### src/hdl/pbs_pkg.sv
// Shared types and constants of the parallel bus slave.
// No dependencies; every other file imports this package.
package pbs_pkg;

    localparam logic ACT_PUSH = 1'b0;
    localparam logic ACT_BUS  = 1'b1;

    localparam logic [1:0] PH_IDLE  = 2'd0;
    localparam logic [1:0] PH_WRITE = 2'd1;
    localparam logic [1:0] PH_READ  = 2'd2;

    typedef struct packed {
        logic       action;
        logic [7:0] push_byte;
        logic       cs_n;
        logic       wr_n;
        logic       rd_n;
        logic [7:0] bus_byte;
    } t_item;

    typedef struct packed {
        logic       ready_n;
        logic       pending_n;
        logic       drive_enable;
        logic [7:0] drive_byte;
        logic       received_valid;
        logic [7:0] received_byte;
        logic       push_dropped;
    } t_result;

    // Result fields known at the end of the control stage; the popped byte comes later.
    typedef struct packed {
        logic       ready_n;
        logic       pending_n;
        logic       drive_enable;
        logic       received_valid;
        logic [7:0] received_byte;
        logic       push_dropped;
        logic       pop;
    } t_stage;

    typedef struct packed {
        logic push;
        logic pop;
    } t_q_ctl;

    typedef struct packed {
        logic full;
        logic empty;
    } t_q_stat;

endpackage

### src/hdl/pbs_if.sv
// Valid/ready channel interfaces for the input items and the result items.
// Depends on pbs_pkg for the payload types.
interface pbs_in_if import pbs_pkg::*; ();
    logic  valid;
    logic  ready;
    t_item data;

    modport source (output valid, output data, input ready);
    modport sink   (input valid, input data, output ready);
endinterface

interface pbs_out_if import pbs_pkg::*; ();
    logic    valid;
    logic    ready;
    t_result data;

    modport source (output valid, output data, input ready);
    modport sink   (input valid, input data, output ready);
endinterface

### src/hdl/pbs_txq.sv
// Transmit byte queue: circular buffer memory with head/tail pointers and a fill count.
// Depends on pbs_pkg for the queue control and status structs.
module pbs_txq import pbs_pkg::*; #(
    parameter int QUEUE_DEPTH = 64
) (
    input  logic       i_clk,
    input  logic       i_rst_n,
    input  t_q_ctl     i_ctl,
    input  logic [7:0] i_push_byte,
    output t_q_stat    o_stat,
    output logic [7:0] o_rd_byte
);
    localparam int PW = (QUEUE_DEPTH > 1) ? $clog2(QUEUE_DEPTH) : 1;
    localparam int CW = $clog2(QUEUE_DEPTH + 1);
    localparam logic [PW-1:0] LAST_PTR = PW'(QUEUE_DEPTH - 1);
    localparam logic [CW-1:0] FULL_CNT = CW'(QUEUE_DEPTH);

    logic [7:0]    r_mem [QUEUE_DEPTH];
    logic [7:0]    r_rd_byte;
    logic [PW-1:0] r_head, n_head;
    logic [PW-1:0] r_tail, n_tail;
    logic [CW-1:0] r_count, n_count;

    always_comb begin
        n_head  = r_head;
        n_tail  = r_tail;
        n_count = r_count;
        if (i_ctl.push) begin
            n_tail  = (r_tail == LAST_PTR) ? '0 : r_tail + PW'(1);
            n_count = r_count + CW'(1);
        end
        if (i_ctl.pop) begin
            n_head  = (r_head == LAST_PTR) ? '0 : r_head + PW'(1);
            n_count = r_count - CW'(1);
        end
    end

    always_ff @(posedge i_clk) begin
        if (!i_rst_n) begin
            r_head  <= '0;
            r_tail  <= '0;
            r_count <= '0;
        end else begin
            r_head  <= n_head;
            r_tail  <= n_tail;
            r_count <= n_count;
        end
    end

    always_ff @(posedge i_clk) begin
        if (i_ctl.push) begin
            r_mem[r_tail] <= i_push_byte;
        end
    end

    always_ff @(posedge i_clk) begin
        if (i_ctl.pop) begin
            r_rd_byte <= r_mem[r_head];
        end
    end

    assign o_stat.full  = (r_count == FULL_CNT);
    assign o_stat.empty = (r_count == '0);
    assign o_rd_byte    = r_rd_byte;

endmodule

### src/hdl/pbs_ctrl.sv
// Bus handshake control: transfer phase, ready and data-pending lines, queue push/pop.
// Depends on pbs_pkg for item, stage and queue types.
module pbs_ctrl import pbs_pkg::*; (
    input  logic    i_clk,
    input  logic    i_rst_n,
    input  logic    i_adv,
    input  t_item   i_item,
    input  t_q_stat i_q_stat,
    output t_q_ctl  o_q_ctl,
    output t_stage  o_res
);
    logic [1:0] r_phase, n_phase;
    logic       r_ready, n_ready;
    logic       r_pending, n_pending;
    logic       push, pop, rx, dropped, idle;

    always_comb begin
        n_phase   = r_phase;
        n_ready   = r_ready;
        n_pending = r_pending;
        push      = 1'b0;
        pop       = 1'b0;
        rx        = 1'b0;
        dropped   = 1'b0;
        idle      = (r_phase != PH_WRITE) && (r_phase != PH_READ);
        if (i_item.action == ACT_PUSH) begin
            dropped   = i_q_stat.full;
            push      = !i_q_stat.full;
            n_pending = 1'b0;
        end else if (idle) begin
            n_phase = PH_IDLE;
            if (!i_item.cs_n) begin
                priority if (!i_item.wr_n) begin
                    rx      = 1'b1;
                    n_ready = 1'b1;
                    n_phase = PH_WRITE;
                end else if (!i_item.rd_n && !i_q_stat.empty) begin
                    pop     = 1'b1;
                    n_ready = 1'b1;
                    n_phase = PH_READ;
                end
            end
        end else if (i_item.cs_n) begin
            // End of transfer: release ready, raise pending after a read that drained the queue
            if (r_phase == PH_READ && i_q_stat.empty) begin
                n_pending = 1'b1;
            end
            n_ready = 1'b0;
            n_phase = PH_IDLE;
        end
    end

    always_ff @(posedge i_clk) begin
        if (!i_rst_n) begin
            r_phase   <= PH_IDLE;
            r_ready   <= 1'b0;
            r_pending <= 1'b1;
        end else if (i_adv) begin
            r_phase   <= n_phase;
            r_ready   <= n_ready;
            r_pending <= n_pending;
        end
    end

    assign o_q_ctl.push = i_adv && push;
    assign o_q_ctl.pop  = i_adv && pop;

    assign o_res.ready_n        = n_ready;
    assign o_res.pending_n      = n_pending;
    assign o_res.drive_enable   = (n_phase == PH_READ);
    assign o_res.received_valid = rx;
    assign o_res.received_byte  = rx ? i_item.bus_byte : 8'd0;
    assign o_res.push_dropped   = dropped;
    assign o_res.pop            = pop;

endmodule

### src/hdl/parallel_bus_slave_with_tx_fifo.sv
// Byte-wide parallel bus slave with a transmit queue of QUEUE_DEPTH bytes. Each input item is a
// software push or one sample of the host bus lines and yields exactly one result item. An item
// is taken in every cycle while results are consumed: it passes an input register, the control
// stage (phase, ready/pending lines, queue pointers and the queue memory access) and the result
// register, which holds the result item until it is consumed. The popped byte comes
// from the queue memory's registered read port, aligned with the result register.
module parallel_bus_slave_with_tx_fifo import pbs_pkg::*; #(
    parameter int QUEUE_DEPTH = 64
) (
    input  logic         i_clk,
    input  logic         i_rst_n,
    pbs_in_if.sink       i_in,
    pbs_out_if.source    o_out
);
    logic       r_s1_v;
    t_item      r_s1;
    logic       r_s2_v;
    t_stage     r_s2;
    logic [7:0] r_drv_byte;
    logic       s2_take, adv;
    t_q_ctl     q_ctl;
    t_q_stat    q_stat;
    t_stage     stage_res;
    logic [7:0] rd_byte;
    logic [7:0] cur_drv;

    assign s2_take    = !r_s2_v || o_out.ready;
    assign adv        = r_s1_v && s2_take;
    assign i_in.ready = !r_s1_v || s2_take;

    always_ff @(posedge i_clk) begin
        if (!i_rst_n) begin
            r_s1_v <= 1'b0;
            r_s2_v <= 1'b0;
        end else begin
            if (i_in.valid && i_in.ready) begin
                r_s1_v <= 1'b1;
            end else if (adv) begin
                r_s1_v <= 1'b0;
            end
            if (adv) begin
                r_s2_v <= 1'b1;
            end else if (o_out.ready) begin
                r_s2_v <= 1'b0;
            end
        end
    end

    always_ff @(posedge i_clk) begin
        if (i_in.valid && i_in.ready) begin
            r_s1 <= i_in.data;
        end
        if (adv) begin
            r_s2 <= stage_res;
        end
        // Hold the popped byte for later items of the same read transfer
        if (r_s2_v && o_out.ready && r_s2.pop) begin
            r_drv_byte <= rd_byte;
        end
    end

    pbs_ctrl u_ctrl (
        .i_clk    (i_clk),
        .i_rst_n  (i_rst_n),
        .i_adv    (adv),
        .i_item   (r_s1),
        .i_q_stat (q_stat),
        .o_q_ctl  (q_ctl),
        .o_res    (stage_res)
    );

    pbs_txq #(
        .QUEUE_DEPTH (QUEUE_DEPTH)
    ) u_txq (
        .i_clk       (i_clk),
        .i_rst_n     (i_rst_n),
        .i_ctl       (q_ctl),
        .i_push_byte (r_s1.push_byte),
        .o_stat      (q_stat),
        .o_rd_byte   (rd_byte)
    );

    assign cur_drv = r_s2.pop ? rd_byte : r_drv_byte;

    assign o_out.valid               = r_s2_v;
    assign o_out.data.ready_n        = r_s2.ready_n;
    assign o_out.data.pending_n      = r_s2.pending_n;
    assign o_out.data.drive_enable   = r_s2.drive_enable;
    assign o_out.data.drive_byte     = r_s2.drive_enable ? cur_drv : 8'd0;
    assign o_out.data.received_valid = r_s2.received_valid;
    assign o_out.data.received_byte  = r_s2.received_byte;
    assign o_out.data.push_dropped   = r_s2.push_dropped;

    a_no_push_pop: assert property (@(posedge i_clk) disable iff (!i_rst_n)
        !(q_ctl.push && q_ctl.pop))
        else $error("queue push and pop in the same cycle");

    a_drive_ready: assert property (@(posedge i_clk) disable iff (!i_rst_n)
        (r_s2_v && r_s2.drive_enable) |-> r_s2.ready_n)
        else $error("bus driven while ready is not acknowledged");

    a_rx_no_drive: assert property (@(posedge i_clk) disable iff (!i_rst_n)
        (r_s2_v && r_s2.received_valid) |-> !r_s2.drive_enable)
        else $error("byte captured during a read transfer");

    a_pop_not_empty: assert property (@(posedge i_clk) disable iff (!i_rst_n)
        q_ctl.pop |-> !q_stat.empty)
        else $error("pop from an empty queue");

endmodule

### src/flat_wrapper.sv
// flat-port wrapper written by rule: the top's interface ports become plain ports
module parallel_bus_slave_with_tx_fifo_flat import pbs_pkg::*;
#(
    parameter int QUEUE_DEPTH = 64
)
  (i_clk, i_rst_n, i_in_valid, i_in_data, i_in_ready, o_out_valid, o_out_data, o_out_ready);
  pbs_in_if i_in_i ();
  pbs_out_if o_out_i ();
  input  logic i_clk;
  input  logic i_rst_n;
  input wire logic [$bits(i_in_i.valid)-1:0] i_in_valid;
  input wire logic [$bits(i_in_i.data)-1:0] i_in_data;
  output wire logic [$bits(i_in_i.ready)-1:0] i_in_ready;
  output wire logic [$bits(o_out_i.valid)-1:0] o_out_valid;
  output wire logic [$bits(o_out_i.data)-1:0] o_out_data;
  input wire logic [$bits(o_out_i.ready)-1:0] o_out_ready;
  assign i_in_i.valid = i_in_valid;
  assign i_in_i.data = i_in_data;
  assign i_in_ready = i_in_i.ready;
  assign o_out_valid = o_out_i.valid;
  assign o_out_data = o_out_i.data;
  assign o_out_i.ready = o_out_ready;
  parallel_bus_slave_with_tx_fifo #(.QUEUE_DEPTH(QUEUE_DEPTH)) u_core (.i_clk(i_clk), .i_rst_n(i_rst_n), .i_in(i_in_i), .o_out(o_out_i));
endmodule
### config.mk
export PLATFORM = sky130hd
export DESIGN_NAME = parallel_bus_slave_with_tx_fifo_flat
export DESIGN_NICKNAME = d
export VERILOG_FILES = /design/src/hdl/pbs_pkg.sv /design/src/hdl/pbs_if.sv /design/src/hdl/pbs_txq.sv /design/src/hdl/pbs_ctrl.sv /design/src/hdl/parallel_bus_slave_with_tx_fifo.sv /design/src/flat_wrapper.sv
export SDC_FILE = /design/constraint.sdc
export NUM_CORES = 1
export LEC_CHECK = 0
export ABC_AREA = 1
export BUFFER_PORTS_ARGS = -buffer_cell sky130_fd_sc_hd__buf_4
export CORE_ASPECT_RATIO = 0.8
export CORE_MARGIN = 3
export CORE_UTILIZATION = 65
export CTS_CLUSTER_DIAMETER = 200
export CTS_CLUSTER_SIZE = 16
export DETAILED_ROUTE_END_ITERATION = 12
export HOLD_SLACK_MARGIN = 0.12
export PLACE_DENSITY = 0.83
export REMOVE_ABC_BUFFERS = 1
export SLEW_MARGIN = 20
export SYNTH_ARGS = -nofsm -noshare
export SYNTH_HDL_FRONTEND = slang
export SYNTH_HIERARCHICAL = 1
export SYNTH_SLANG_ARGS = --single-unit
### constraint.sdc
create_clock -name i_clk -period 5.5 [get_ports i_clk]
set_input_delay 0.275 -clock i_clk [delete_from_list [all_inputs] [get_ports i_clk]]
set_output_delay 0.275 -clock i_clk [all_outputs]
set_load 0.02 [all_outputs]
# After elaboration in Yosys (flattened, before gate mapping)
# Memories as Yosys holds them, arrays and structs flattened. A register that Yosys moved wholly into a read port is not among the register bits.
# Cells that the tools add are included.
# Widths: inputs -> output; s select.
[op_classes]
addsub = 4
mux = 38
reduce_logical = 20
n_eq_ne = 7
[ops]
columns = ["operator", "count"]
rows = [
  ["$mux 1", 26],
  ["$mux 8", 2],
  ["$mux 7", 2],
  ["$add 6x1->6 const B", 2],
  ["$eq 6x6->1 const B", 2],
  ["$mux 2", 6],
  ["$mux 6", 2],
  ["$logic_and 1x1->1", 9],
  ["$add 7x1->7 const B", 1],
  ["$eq 7x7->1 const B", 1],
  ["$logic_not 7->1", 1],
  ["$sub 7x1->7 const B", 1],
  ["$reduce_bool 2->1", 3],
  ["$logic_not 1->1", 5],
  ["$eq 2x2->1 const B", 2],
  ["$logic_or 1x1->1", 2],
  ["$ne 2x1->1 const B", 1],
  ["$ne 2x2->1 const B", 1],
]
[word_totals]
word_cells = 92
inputBits = 24
ram_bits = 512
register_bits = 67
memories = 1
[memory_table]
columns = ["memory", "depth", "width", "read_ports", "rd_clocked_by_memory_dff", "write_ports", "line_no", "text"]
rows = [
  ["u_core.u_txq.r_mem", 64, 8, 1, 1, 1, "pbs_txq.sv:18", "logic [7:0] r_mem [QUEUE_DEPTH];"],
]

# Depth between registers and ports, before layout
[logic_depth]
word_depth = 10
ltp_mapped = 17
depth_no_buf = 17

# Hierarchy
# Netlist, hierarchy kept.
[by_module_without_submodules]
columns = ["module", "area_each_um2", "seq_area_each_um2", "n_inst", "cells_each"]
rows = [
  ["pbs_txq", 23193.5, 15995.3, 1, 2240],
  ["parallel_bus_slave_with_tx_fifo", 1567.8, 1301.2, 1, 96],
  ["pbs_ctrl", 440.4, 80.1, 1, 76],
]

# Least setup slack after synthesis
# Ideal clock, no wire load.
[synth_path]
path_type = "flip-flop to flip-flop"
startpoint = "reg u_core.r_s2_v (netlist: u_core/o_out.valid)"
endpoint = "mem u_core.u_txq.r_mem[48][0], enable pin"
path_slack_ns = 2.146
arrival_ns = 2.983
path_buffers = 1
period_less_slack_ns = 3.354
stages_incl_launch_ff = 7
required_time_ns = 5.130
path_cell_list = "dfxtp_1 -> a21oi_1 -> inv_1 -> nor3_1 -> clkbuf_1 -> nand4_1 -> nor2_1"
[synth_rtl]
columns = ["item", "line_no", "text"]
rows = [
  ["start: declaration", "parallel_bus_slave_with_tx_fifo.sv:17", "logic r_s2_v;"],
  ["start signal: assignment", "parallel_bus_slave_with_tx_fifo.sv:34", "r_s2_v <= 1'b0;"],
  ["start signal: assignment", "parallel_bus_slave_with_tx_fifo.sv:42", "r_s2_v <= 1'b1;"],
  ["start signal: assignment", "parallel_bus_slave_with_tx_fifo.sv:44", "r_s2_v <= 1'b0;"],
  ["end: declaration", "pbs_txq.sv:18", ""],
]

==> metrics <==
outcome completed; htree depth 2; # Max-Cap Violations 0; RSZ-0062 raised after global routing no; crit path time final 3370 ps; slowest stage cell, crit path dfxtp_4; P per Cell Area approximately 300 mW/mm^2; sw frac around a fifth; TritonCTS Buffers between 40 and 50; WL per Instance slightly above 20 microns; worst path required time 5810 ps; CTS root buf clkbuf_16; CP Class flop to flop; CTS clk-pin slew, worst paths 70 ps; CP max FO 133; Post-Route WL ~60 mm; crit-path most repeated cell nand2_1; height of the die roughly 180 microns; Final Hold Fails 0; area delta synth->final 7.54%; Leakage ~11 nW; CTS tree built; share of power burned in registers 60.7%; row count 63; crit start category flop; total number of vias 17,300; WL met3 7.57 mm; crit path cell chain inv_6, buf_12, nand2_1, nand3_1, nand3_1, nand2_1, a21oi_1, nand2_1, nand3_1, nand2_1; register area share after synthesis 69.0%; initial DRC count approximately 2,500; commonest non-fill, non-tap cell in the layout nand2_1; Die Area a little over 0.04 sq mm; Final Max Slew Viols 0; Final Setup Violations 0; global route overflow 0; Port Buf Inserts 46; Seq. cell area between 0.015 and 0.02 sq mm; NumNets Final 2,455; critical path endpoint category flop; Top Layer Used met4; first-pass iteration count of the detailed router 6; worst skew pair latency 570 ps; vias in the first global route approximately 16,000; core area between 0.03 and 0.04 sq mm; Post-CTS Setup Bufs 0; DR vias/cell between 5 and 6; # DRC 0; Cells after Synth ~2,400; Yosys warnings 6; clk sinks 587; initial antenna violation count 0; most frequent cells in the layout 692 x nand2_1, 562 x edfxtp_1, 290 x inv_1; Ports 47; first-pass GRT wire length 92.3 mm; Synth Cell Area roughly 0.025 sq mm; Clk pwr share 36.2%; CTS max path bufs 3; crit path DAT around 3700 ps; Avg Inst Size Synth ~10 sq um; Final Skew ~16 ps; largest net degree at the start of global routing 195; synthesis-stage register bit count a little under 600; Placed Area about 0.026 sq mm; Worst Hold Class input port to flop; wl on met1 around 24 mm; post-DP HPWL 35.1 mm; Tcrit/Tclk final a little over 60%; Total GRT Usage approximately 30%; multi-input combinational cell area roughly 0.0060 sq mm; Slew @ Worst Pin 978 ps; remaining antenna violation count 0; Setup TNS Final 0 ps; Top delay family on crit path flip-flops; CP bufs+invs 2; met2 wire len between 20 and 30 mm; crit-path max cell delay about 900 ps; logic gate share of total power around 3%; Internal approximately 6.5 mW; chip width about 230 microns; Max IR drop VDD about 0.29 mV; filler cell count 2,475; Fmax achieved between 0.2 and 0.3 GHz; Initial Util 66.9%; headroom to the max-slew limit around a third; Final Cell Area 0.0271 sq mm; net switching power 1.63 mW; share of layout cells above drive strength 1 approximately 5.7%; routability congestion estimate around 0.9; synth unique cells 37
[metrics by stage]
step | setup WS (ps) | power, mW | instances | utilization, % | hold slack (ps)
final | 2130 | 8.12 | 2936 | 71.9 | 440
after CTS | 1970 | 8.13 | 2935 | 71.9 | 422
after global placement | 2010 | 5.25 | 2840 | 68.0 | 454
after floorplan | -4070 | 5.15 | 2290 | - | 374
after detailed placement | 1930 | 5.25 | 2840 | 68.0 | 455
after global routing | 1960 | 8.33 | 2935 | 71.9 | 428
[layout make-up]
class                           instances  share of cell area [%]
Clock inverter                          1                  0.0277
Tap cell                              487                    2.25
Sequential cell                       587                    64.1
Multi-Input combinational cell       1400                    22.1
Timing Repair Buffer                   88                    2.76
Clock buffer                           69                    4.49
Inverter                              303                    4.22
Antenna cell                            1                 0.00923
[registers in the layout, indices dropped and copies added, names as in the netlist]
signal / count
u_core/u_txq/r_mem: 512
u_core/u_txq/r_count: 7
u_core/u_ctrl/r_pending: 1
u_core/o_out.data: 13
u_core/r_s2: 1
u_core/u_ctrl/r_ready: 1
u_core/o_out.valid: 1
u_core/r_s1_v: 1
u_core/u_txq/r_tail: 6
u_core/u_ctrl/r_phase: 2
u_core/r_drv_byte: 8
u_core/u_txq/r_head: 6
u_core/u_txq/o_rd_byte: 8
u_core/r_s1: 20
[routing by layer]
metal	vias up	GRT usage (%)
met5	-	0
met4	0	9.34
met3	156	5.81
met2	1100	44.9
met1	8162	43.5
li1	7881	-
[repair_timing]
action / in CTS / in global routing
resized for setup: 0 / 0
endpoints found under the hold margin: 34 / 0
hold buffers: 25 / 0
[Yosys cell counts]
library cell / number / share of area (%)
a211oi_1: 1 / 0.030
a21o_1: 1 / 0.030
a21oi_1: 35 / 0.70
a21oi_2: 1 / 0.035
a31oi_1: 2 / 0.050
and2_1: 1 / 0.025
and3_1: 1 / 0.025
buf_1: 10 / 0.15
buf_2: 49 / 0.97
buf_4: 39 / 1.2
buf_6: 6 / 0.27
clkbuf_1: 18 / 0.27
clkinv_1: 6 / 0.089
dfxtp_1: 25 / 2.0
edfxtp_1: 562 / 67
fa_1: 1 / 0.079
ha_1: 8 / 0.40
inv_1: 290 / 4.3
inv_2: 7 / 0.10
nand2_1: 692 / 10
nand2_2: 3 / 0.074
nand3_1: 261 / 5.2
nand4_1: 4 / 0.099
nor2_1: 257 / 3.8
nor2_2: 9 / 0.22
nor2_4: 1 / 0.045
nor3_1: 12 / 0.24
nor3_2: 1 / 0.040
nor3b_1: 1 / 0.030
o211a_1: 1 / 0.040
o211ai_1: 1 / 0.030
o21ai_0: 62 / 1.2
o21ai_1: 33 / 0.66
o21bai_1: 1 / 0.030
or2_2: 5 / 0.12
xnor2_1: 1 / 0.035
xor2_1: 4 / 0.14
[cells by family (layout without fill, tap and decap cells)]
kind of cell,Yosys count,in the layout,synth area share [%]
AO/OA/AOI/OAI,138,138,2.83
XOR/XNOR,5,5,0.174
adder cells (fa/ha/maj),9,9,0.477
buffers and inverters,425,461,7.33
flip-flops,587,587,69.0
other,0,1,0
AND/OR/NAND/NOR,1248,1248,20.2
[final timing paths]
path	to	depth (start not counted)	slack [ps]	from
setup / recovery	u_core/u_txq/o_rd_byte[7]$_DFFE_PP_	10	2130	u_core/u_txq/r_head[0]$_SDFFE_PN0P_
hold / removal	u_core/r_s1[7]$_DFFE_PP_	2	440	i_in_data[7]
setup reg to reg	u_core/u_txq/o_rd_byte[7]$_DFFE_PP_	10	2130	u_core/u_txq/r_head[0]$_SDFFE_PN0P_
hold reg to reg	u_core/u_ctrl/r_pending$_SDFFE_PN1P_	2	490	u_core/u_ctrl/r_pending$_SDFFE_PN1P_
[power by group through the flow]
stage	sequential, mW	combinational [mW]	clock, mW
after floorplan	5.07	0.0827	0
after global routing	4.93	0.264	3.14
after detailed placement	5.03	0.223	0
after global placement	5.03	0.217	0
after CTS	4.93	0.239	2.96
final	4.93	0.245	2.94
[worst register-to-register path: stages, from the launching register on]
cell and delay, ps:
dfxtp_4 880, inv_6 490, buf_12 450, nand2_1 260, nand3_1 80, nand3_1 130
nand2_1 70, a21oi_1 430, nand2_1 100, nand3_1 140, nand2_1 90
(Power assumes the default switching activity.)
